File: config.mk
export PLATFORM = sky130hd
export DESIGN_NAME = spm_controller
export DESIGN_NICKNAME = d
export VERILOG_FILES = /design/src/design/spm_pkg.sv /design/src/design/spm_controller.sv
export SDC_FILE = /design/constraint.sdc
export NUM_CORES = 1
export LEC_CHECK = 0
export BUFFER_PORTS_ARGS = -buffer_cell sky130_fd_sc_hd__buf_2
export CORE_ASPECT_RATIO = 1.1
export CORE_MARGIN = 5
export CORE_UTILIZATION = 29
export CTS_BUF_LIST = sky130_fd_sc_hd__clkbuf_8
export DETAILED_ROUTE_END_ITERATION = 8
export GPL_ROUTABILITY_DRIVEN = 1
export HOLD_SLACK_MARGIN = 0.05
export PLACE_DENSITY = 0.6
export RECOVER_POWER = 50
export SLEW_MARGIN = 15
export SYNTH_ARGS = -nofsm -noshare
export SYNTH_HDL_FRONTEND = slang
export SYNTH_SLANG_ARGS = --single-unit
File: constraint.sdc
create_clock -name clk -period 1.8 [get_ports clk]
set_clock_uncertainty 0.15 [all_clocks]
set_input_delay 0.18 -clock clk [delete_from_list [all_inputs] [get_ports clk]]
set_output_delay 0.18 -clock clk [all_outputs]
set_load 0.005 [all_outputs]
File: src/design/spm_pkg.sv
`timescale 1ns / 1ps
// Package for the slotted page record manager: payload structs, codes,
// controller states and the command and status structs between the modules.
// Depends on nothing.
package spm_pkg;

  localparam logic [2:0] ACT_INSERT = 3'd0;
  localparam logic [2:0] ACT_WRITE  = 3'd1;
  localparam logic [2:0] ACT_READ   = 3'd2;
  localparam logic [2:0] ACT_UPDATE = 3'd3;
  localparam logic [2:0] ACT_REMOVE = 3'd4;

  localparam logic [2:0] ST_OK       = 3'd0;
  localparam logic [2:0] ST_FULL     = 3'd1;
  localparam logic [2:0] ST_INVALID  = 3'd2;
  localparam logic [2:0] ST_DELETED  = 3'd3;
  localparam logic [2:0] ST_RELOCATE = 3'd4;
  localparam logic [2:0] ST_RANGE    = 3'd5;

  localparam logic CFG_HEADER     = 1'b0;
  localparam logic CFG_SLOT_ENTRY = 1'b1;

  localparam logic [12:0] HEADER_RESET     = 13'd24;
  localparam logic [6:0]  SLOT_ENTRY_RESET = 7'd8;

  typedef struct packed {
    logic [2:0]  action;
    logic [7:0]  slot_index;
    logic [12:0] record_size;
    logic [11:0] byte_index;
    logic [7:0]  data_byte;
  } spm_in_t;

  typedef struct packed {
    logic [2:0]  status;
    logic [7:0]  result_slot;
    logic [7:0]  read_byte;
    logic [12:0] result_size;
    logic        page_empty;
    logic [12:0] free_bytes;
  } spm_out_t;

  typedef enum logic [1:0] {
    SCAN_FIND_DEL,
    SCAN_ANY_LIVE,
    SCAN_CLEAR,
    SCAN_PICK
  } scan_mode_t;

  typedef enum logic [3:0] {
    OP_NONE,
    OP_CAPTURE,
    OP_SCAN_INIT,
    OP_SCAN_STEP,
    OP_SET_FULL,
    OP_INS_FIT,
    OP_MV_INIT,
    OP_MV_RD,
    OP_MV_WR,
    OP_MV_END,
    OP_CMP_END,
    OP_SLOT_RD,
    OP_SLOT_EV,
    OP_PG_RD_EV,
    OP_RM_DONE,
    OP_LOAD_OUT
  } dp_op_t;

  typedef enum logic [3:0] {
    S_IDLE,
    S_DISP,
    S_INS_SCAN,
    S_INS_DEC,
    S_CLR,
    S_PICK,
    S_MV_CHK,
    S_MV_WR,
    S_FIT,
    S_SLOT_EV,
    S_RD_EV,
    S_RM_SCAN,
    S_FIN
  } spm_state_t;

  typedef struct packed {
    dp_op_t     op;
    scan_mode_t mode;
  } spm_cmd_t;

  typedef struct packed {
    logic [2:0] action;
    logic       scan_done;
    logic       reuse_ok;
    logic       dir_full;
    logic       gap_ok;
    logic       best_ok;
    logic       mv_left;
    logic       slot_bad;
    logic       rd_go;
    logic       out_free;
  } spm_stat_t;

endpackage

File: src/design/spm_controller.sv
`timescale 1ns / 1ps
// Controller state machine of the slotted page record manager. It sequences
// the datapath through commands and follows its status. Depends on spm_pkg.
module spm_controller (
  input  logic               clk,
  input  logic               rst_n,
  input  logic               in_valid,
  output logic               in_ready,
  input  spm_pkg::spm_stat_t stat,
  output spm_pkg::spm_cmd_t  cmd
);
  import spm_pkg::*;

  spm_state_t state_r;
  spm_state_t state_nxt;

  always_ff @(posedge clk) begin
    if (!rst_n) begin
      state_r <= S_IDLE;
    end else begin
      state_r <= state_nxt;
    end
  end

  always_comb begin
    state_nxt = state_r;
    cmd.op    = OP_NONE;
    cmd.mode  = SCAN_FIND_DEL;
    in_ready  = 1'b0;
    case (state_r)
      S_IDLE: begin
        in_ready = 1'b1;
        if (in_valid) begin
          cmd.op    = OP_CAPTURE;
          state_nxt = S_DISP;
        end
      end
      S_DISP: begin
        if (stat.action == ACT_INSERT) begin
          cmd.op    = OP_SCAN_INIT;
          cmd.mode  = SCAN_FIND_DEL;
          state_nxt = S_INS_SCAN;
        end else if (stat.action inside {ACT_WRITE, ACT_READ, ACT_UPDATE, ACT_REMOVE}) begin
          cmd.op    = OP_SLOT_RD;
          state_nxt = stat.slot_bad ? S_FIN : S_SLOT_EV;
        end else begin
          state_nxt = S_FIN;
        end
      end
      S_INS_SCAN: begin
        if (stat.scan_done) begin
          state_nxt = S_INS_DEC;
        end else begin
          cmd.op = OP_SCAN_STEP;
        end
      end
      S_INS_DEC: begin
        if (stat.dir_full) begin
          cmd.op    = OP_SET_FULL;
          state_nxt = S_FIN;
        end else if (stat.reuse_ok && !stat.gap_ok) begin
          cmd.op    = OP_SCAN_INIT;
          cmd.mode  = SCAN_CLEAR;
          state_nxt = S_CLR;
        end else begin
          cmd.op    = OP_INS_FIT;
          state_nxt = S_FIN;
        end
      end
      S_CLR: begin
        if (stat.scan_done) begin
          cmd.op    = OP_SCAN_INIT;
          cmd.mode  = SCAN_PICK;
          state_nxt = S_PICK;
        end else begin
          cmd.op = OP_SCAN_STEP;
        end
      end
      S_PICK: begin
        if (!stat.scan_done) begin
          cmd.op = OP_SCAN_STEP;
        end else if (stat.best_ok) begin
          cmd.op    = OP_MV_INIT;
          state_nxt = S_MV_CHK;
        end else begin
          cmd.op    = OP_CMP_END;
          state_nxt = S_FIT;
        end
      end
      S_MV_CHK: begin
        if (stat.mv_left) begin
          cmd.op    = OP_MV_RD;
          state_nxt = S_MV_WR;
        end else begin
          cmd.op    = OP_MV_END;
          state_nxt = S_PICK;
        end
      end
      S_MV_WR: begin
        cmd.op    = OP_MV_WR;
        state_nxt = S_MV_CHK;
      end
      S_FIT: begin
        cmd.op    = OP_INS_FIT;
        state_nxt = S_FIN;
      end
      S_SLOT_EV: begin
        cmd.op = OP_SLOT_EV;
        if (stat.action == ACT_REMOVE) begin
          state_nxt = S_RM_SCAN;
        end else if (stat.rd_go) begin
          state_nxt = S_RD_EV;
        end else begin
          state_nxt = S_FIN;
        end
      end
      S_RD_EV: begin
        cmd.op    = OP_PG_RD_EV;
        state_nxt = S_FIN;
      end
      S_RM_SCAN: begin
        if (stat.scan_done) begin
          cmd.op    = OP_RM_DONE;
          state_nxt = S_FIN;
        end else begin
          cmd.op = OP_SCAN_STEP;
        end
      end
      S_FIN: begin
        if (stat.out_free) begin
          cmd.op    = OP_LOAD_OUT;
          state_nxt = S_IDLE;
        end
      end
      default: begin
        state_nxt = S_IDLE;
      end
    endcase
  end

endmodule

* Yosys cells after proc, flatten, opt, wreduce, memory -nomap -nowiden
Index checks and enable logic that the tools add are counted.
Word-level totals: register bits after elaboration 4, word-level logic and storage cells 64
Operators by class: equal/unequal tests 22, muxes and demuxes 34, reduce and logical (&&, ||, !) cells 7
Operators with widths (count):
- $mux 4 | 17
- $pmux 4 s13 | 1
- $pmux 4 s12 | 1
- $eq 4x4->1 const B | 5
- $mux 3 | 6
- $eq 4x3->1 const B | 4
- $ne 2x2->1 const B | 6
- $mux 2 | 5
- $eq 4x2->1 const B | 2
- $eq 3x2->1 const B | 2
- $reduce_and 6->1 | 1
- $eq 4x1->1 const B | 1
- $logic_not 4->1 | 1
- $pmux 2 s2 | 1
- $reduce_bool 4->1 | 1
- $eq 3x1->1 const B | 1
- $eq 3x3->1 const B | 1
- $logic_not 3->1 | 1
- $mux 1 | 3
- $reduce_or 2->1 | 1
- $logic_and 1x1->1 | 1
- $logic_not 1->1 | 1

* Logic depth before layout (Yosys ltp)
Gate-level depths: netlist of the first run.
depth in word-level cells 5, gate-level depth with buffers 7, gate-level depth less buffers 5

* Worst setup path before layout of the first run
No wires, ideal clock.
path kind reg-to-output, start point reg state_r[1], end point out cmd[2] (netlist bit), arrival time 1267 ps, required time 1470 ps, path slack 203 ps, cell stages (with the launch flop) 7, cells stage by stage dfxtp_1 buf_4 buf_6 o21ai_2 a222oi_1 nor2_1 or3_1
RTL lines:
- start, declared | line spm_controller.sv:14 | spm_state_t state_r;
- start signal, assigned | line spm_controller.sv:21 | state_r <= state_nxt;
- end, declared | line spm_controller.sv:10 | output spm_pkg::spm_cmd_t cmd

==> results of run 1 <==
-- layer usage --
layer  global-route usage, %  wire (um)  vias up
li1                        -          -      478
met3                    2.89        143        2
met1                    17.3       1140      446
met4                    1.74         14        0
met2                    21.9       1230       33
met5                       0          0        -
-- area by class of cell --
class                      count  share of cell area [%]
clock buffer                   3                    3.99
sequential                     4                    8.57
timing repair buffer          38                    23.6
multi-input combinational     92                    58.7
tap                           31                    3.74
inverter                       4                    1.45
-- stage by stage --
step                setup TNS (ns)  std cells
global route                -0.337        172
floorplan                        0        109
CTS                        -0.0708        169
global placement                 0        166
detailed placement               0        166
finish                     -0.0777        172
-- worst max-delay path by stage --
stage / startpoint / endpoint / cells past startpoint
floorplan: state_r[1] / cmd[2] / 6
finish: state_r[1] / cmd[2] / 6
global route: state_r[1] / cmd[2] / 6
detailed placement: state_r[2] / cmd[2] / 6
CTS: state_r[2] / cmd[2] / 6
global placement: state_r[1] / cmd[2] / 5
-- power by group --
group,switching [uW],total [uW],internal (uW)
Clock,43.4,186,142
Combinational,579,1130,549
Sequential,62.6,199,137
Total,685,1510,828
-- cells by family (layout without fill, tap and decap cells) --
kind of cell / count (synthesis) / after routing / share of synthesized area (%)
and+or+nand+nor: 48 / 48 / 37.7
DFF: 4 / 4 / 10.8
AOI/OAI and AO/OA: 42 / 42 / 38.7
buffers and inverters: 13 / 45 / 9.98
muxes: 2 / 2 / 2.71
-- placed cells by master (no fill, tap or decap), drive strengths merged, types with 2 or more instances in the layout --
master   n
nor3b    2
nand3    4
o221ai   2
a21oi   10
a211oi   3
clkbuf   3
nor2b    4
nand2b   4
nand3b   3
buf     38
dfxtp    4
and3     3
inv      4
o21ai    9
mux2i    2
o211ai   2
nand2    7
and3b    2
o31ai    2
or3      3
nor2    10
o22ai    2
o21bai   3
-- what timing repair did --
item	in CTS	in global routing
buffers inserted	0	3
gates resized for setup	5	10
setup endpoints to repair	4	5
pin swaps	3	2
hold buffers	0	0
endpoints found under the hold margin	0	0
-- critical path: stages, from the launching register on --
cell,delay (ns)
dfxtp_4,0.38
buf_4,0.13
o21ai_2,0.05
a222oi_1,0.24
nor2_1,0.06
or3_1,0.33
buf_2,0.13
==> metrics, run 1 <==
Die Ht 63.0 um; DRT Pass-1 Iters 4; Residual DRC 0; worst reg2reg endpoint state_r[2]; port bufs 21; GRT overflow 0; CTS tree built; asr flop ratio synth 0%; Reg2Reg Setup Slack 0.20 ns; ANT nets after route 0; Max IR drop VDD between 0.0009 and 0.001 V; pre-CTS WS 0.0455 ns; gpl congestion 0.954; max reg flops 4; Hold Slack 0.0760 ns; top cell type's share of synthesized area between 10% and 20%; Syn Nets 124; Largest Register state_r; total chip power about 1500 uW; overall routing resource usage 13.1%; fin crit share 104%; DR iter-0 viols 41; Setup-failing EPs final 1; CP required 1.47 ns; area leader, netlist dfxtp_1; FILL cells 281; status finished with violations; Crit Path Max Fanout 8; sequential area share after synthesis a little over a tenth; largest net degree at the start of global routing 16; Clock transition at path regs around 0.030 ns; final setup margin -0.0777 ns; area growth from synthesis to layout 40.1%; fin area 1040 um^2; final wirelength 2530 um; Root Driver clkbuf_8; placed instance area just over 900 um^2; Clock Latency Late Sink roughly 0.21 ns; row count 19; Core ar. between 2000 and 2500 um^2; first-pass GRT wire length 3840 um; H-tree depth 1; power per cell area 1460 nW/um^2; main area contributors after synthesis dfxtp_1, a21oi_1, o21ai_0; ANT cells 0; WL/cell around 15 um; Final Util 41.9%; hold path depth 2; fin. max-slew vios 0; CP Class reg -> out; hold_sp rst_n; most frequent cell after synthesis nor2_1; Max-cap violations 0; die area 3660 um^2; min Tclk post-route 1.88 ns; Worst Hold End state_r[2]; Initial Util between 20 and 30%; Static Leak approximately 0.00043 uW; vias per inst 5.58; capturing element type of the critical path output port; die width 58.1 um; cell count after synthesis 109; CP Data Arrival Time 1.55 ns; RSZ-0062 raised after global routing true; Tightest Pin Transition between 0.3 and 0.4 ns; Netlist cell types 43; footprint of the multi-input gates 608 um^2; initial antenna violation count 0; nets@finish 158; Top-Level Pins 22; Synth Register Bits 4; routed vias 959; critical path launch point type register; violated checks negative setup slack; HPWL after DPL slightly below 2000 um; Post-synth EDFFs 0; Bufs on Longest Clock Path 2; prevailing post-synth register cell dfxtp_1; Inserted Clock Buffers 3; Cell Area, Synth around 740 um^2; share of cells above drive strength 1 approximately two fifths; Largest regs state_r: 4 flops; Post-Syn Area per Cell 6.78 um^2; cells on worst reg2reg path 6; HP Class in -> reg; Storage cell area 88.8 um^2; CTS sink count 4; fmax between 0.5 and 0.6 GHz; vias in the first global route 837; Hold Vio Cnt, Final 0; slew margin rel. 77.7%; Worst R2R Start state_r[1]; synth cell count leaders nor2_1, a21oi_1, o21ai_0, nand2_1, buf_2; Synthesis Warnings 0
Note: power is estimated with default switching activity, not from simulation.
==> inputs of run 2 (changes only) <==
--- a/config.mk
+++ b/config.mk
@@ -6,4 +6,5 @@
 export NUM_CORES = 1
 export LEC_CHECK = 0
+export ABC_AREA = 0
 export BUFFER_PORTS_ARGS = -buffer_cell sky130_fd_sc_hd__buf_2
 export CORE_ASPECT_RATIO = 1.1
==> constraint.sdc (replaced) <==
create_clock -name clk -period 2 [get_ports clk]
set_clock_uncertainty 0.15 [all_clocks]
set_input_delay 0.4 -clock clk [delete_from_list [all_inputs] [get_ports clk]]
set_output_delay 0.4 -clock clk [all_outputs]
set_load 0.005 [all_outputs]
==> metrics, run 2 (synthesis results as in run 1) <==
status finished with violations; violated checks negative setup slack; HPWL after DPL 2090 um; min Tclk post-route 2.16 ns; ANT nets after route 0; fin crit share 108%; fin area 1160 um^2; port bufs 21; fin. max-slew vios 0; power per cell area between 1000 and 1500 nW/um^2; CP Data Arrival Time 1.61 ns; footprint of the multi-input gates between 600 and 700 um^2; Hold Slack between 0.2 and 0.3 ns; nets@finish 170; final std cells w/o fill about 180; worst path buffer plus inverter count 2; initial antenna violation count 0; RSZ-0062 raised after global routing true; Setup-failing EPs final 3; Tightest Pin Transition roughly 0.37 ns; Storage cell area 88.8 um^2; Bufs on Longest Clock Path 2; Residual DRC 0; WL/cell approximately 15 um; # hold bufs at CTS 0; CTS sink count 4; placed instance area 1030 um^2; DRT Pass-1 Iters 4; final wirelength 2680 um; gpl congestion 0.910; row count 19; slew margin rel. around three quarters; Cell Chain, Critical Path buf_6, o21ai_2, a222oi_1, nor2_1, or3_1, buf_2; die area 3660 um^2; capturing element type of the critical path output port; Die Ht between 60 and 70 um; overall routing resource usage 15.1%; critical path's top delay family simple AND/OR/NAND/NOR gates; most frequent cells in the layout buf_4, buf_2, a21oi_1, nor2_1; Root Driver clkbuf_8; Largest Register state_r; hold path depth 2; Core ar. 2470 um^2; share of cells above drive strength 1 46.4%; Hold Vio Cnt, Final 0; CP required 1.45 ns; Worst path max stage delay 0.37 ns; FILL cells around 260; largest net degree at the start of global routing 14; CP Class reg -> out; cells on worst reg2reg path 7; Top-Level Pins 22; GRT overflow 0; fmax roughly 0.46 GHz; vias per inst ~5.5; commonest non-fill, non-tap cell in the layout buf_4; Worst R2R Start state_r[1]; routed vias 1021; Clock Latency Late Sink approximately 0.21 ns; Max IR drop VDD 0.000541 V; Initial Util 29.9%; Max-cap violations 0; first-pass GRT wire length 4440 um; critical path launch point type register; Inserted Clock Buffers 3; DR iter-0 viols 49; vias in the first global route 995; H-tree depth 1; final setup margin -0.162 ns; Static Leak 0.000498 uW; Reg2Reg Setup Slack 0.28 ns; pre-CTS WS -0.0976 ns; Worst Hold End state_r[2]; Crit Path Max Fanout 7; max reg flops 4; ANT cells 0; hold_sp rst_n; area growth from synthesis to layout 56.9%; CTS tree built; Crit-path slowest cell dfxtp_4; Clock transition at path regs 0.03 ns; worst reg2reg endpoint state_r[2]; placed cell count 180; Largest regs state_r: 4 flops; die width 58.1 um; HP Class in -> reg
run 2: cell count changes in the layout (fill, tap and decap cells not counted), sizes merged:
cell | before | now
buf | 38 | 50
run 2: timing repair:
action	CTS	global route
pin swaps	3	1
gates resized for setup	10	16
endpoints found under the setup margin	5	5
buffers inserted	0	1
run 2: layout make-up:
class | count | area share (%)
inverter | 4 | 1.29
multi-input combinational | 92 | 54.4
clock buffer | 3 | 3.56
timing repair buffer | 50 | 29.8
sequential | 4 | 7.66
tap | 31 | 3.34
run 2: power breakdown:
group | internal (uW) | total [uW] | switching, uW
combinational | 569 | 1120 | 554
clock | 128 | 168 | 40.1
sequential | 123 | 181 | 58.4
run 2: routing by layer:
layer	track usage [%]	wire, um	up-vias
li1	-	-	501
met1	18.9	1070	471
met2	26.4	1400	45
met3	1.65	186	4
met4	4.93	27	0
met5	0	0	-
run 2: worst register-to-register path, stage by stage (launching register included):
cell       delay (ns)
dfxtp_4          0.37
buf_4            0.13
nor2_2           0.04
buf_4            0.14
and3_2           0.21
o21ai_0          0.17
o2111ai_1        0.14
o2111a_1         0.25
run 2: stage by stage:
step	TNS, ns	power, uW	util, %
2_1_floorplan	0	773	-
3_3_place_gp	-0.169	1150	41.9
3_5_place_dp	-0.258	1160	41.9
4_1_cts	-0.170	1380	44.8
5_1_grt	-0.591	1600	46.9
6_report	-0.189	1470	46.9
run 2: worst max path at each step:
stage,depth (start not counted),slack (ns),start,to
detailed placement,6,-0.1,stat[11],cmd[2]
CTS,5,-0.12,state_r[1],cmd[2]
floorplan,4,0.17,stat[11],cmd[2]
global route,6,-0.30,state_r[2],cmd[2]
finish,6,-0.16,state_r[2],cmd[2]
global placement,6,-0.07,stat[11],cmd[2]
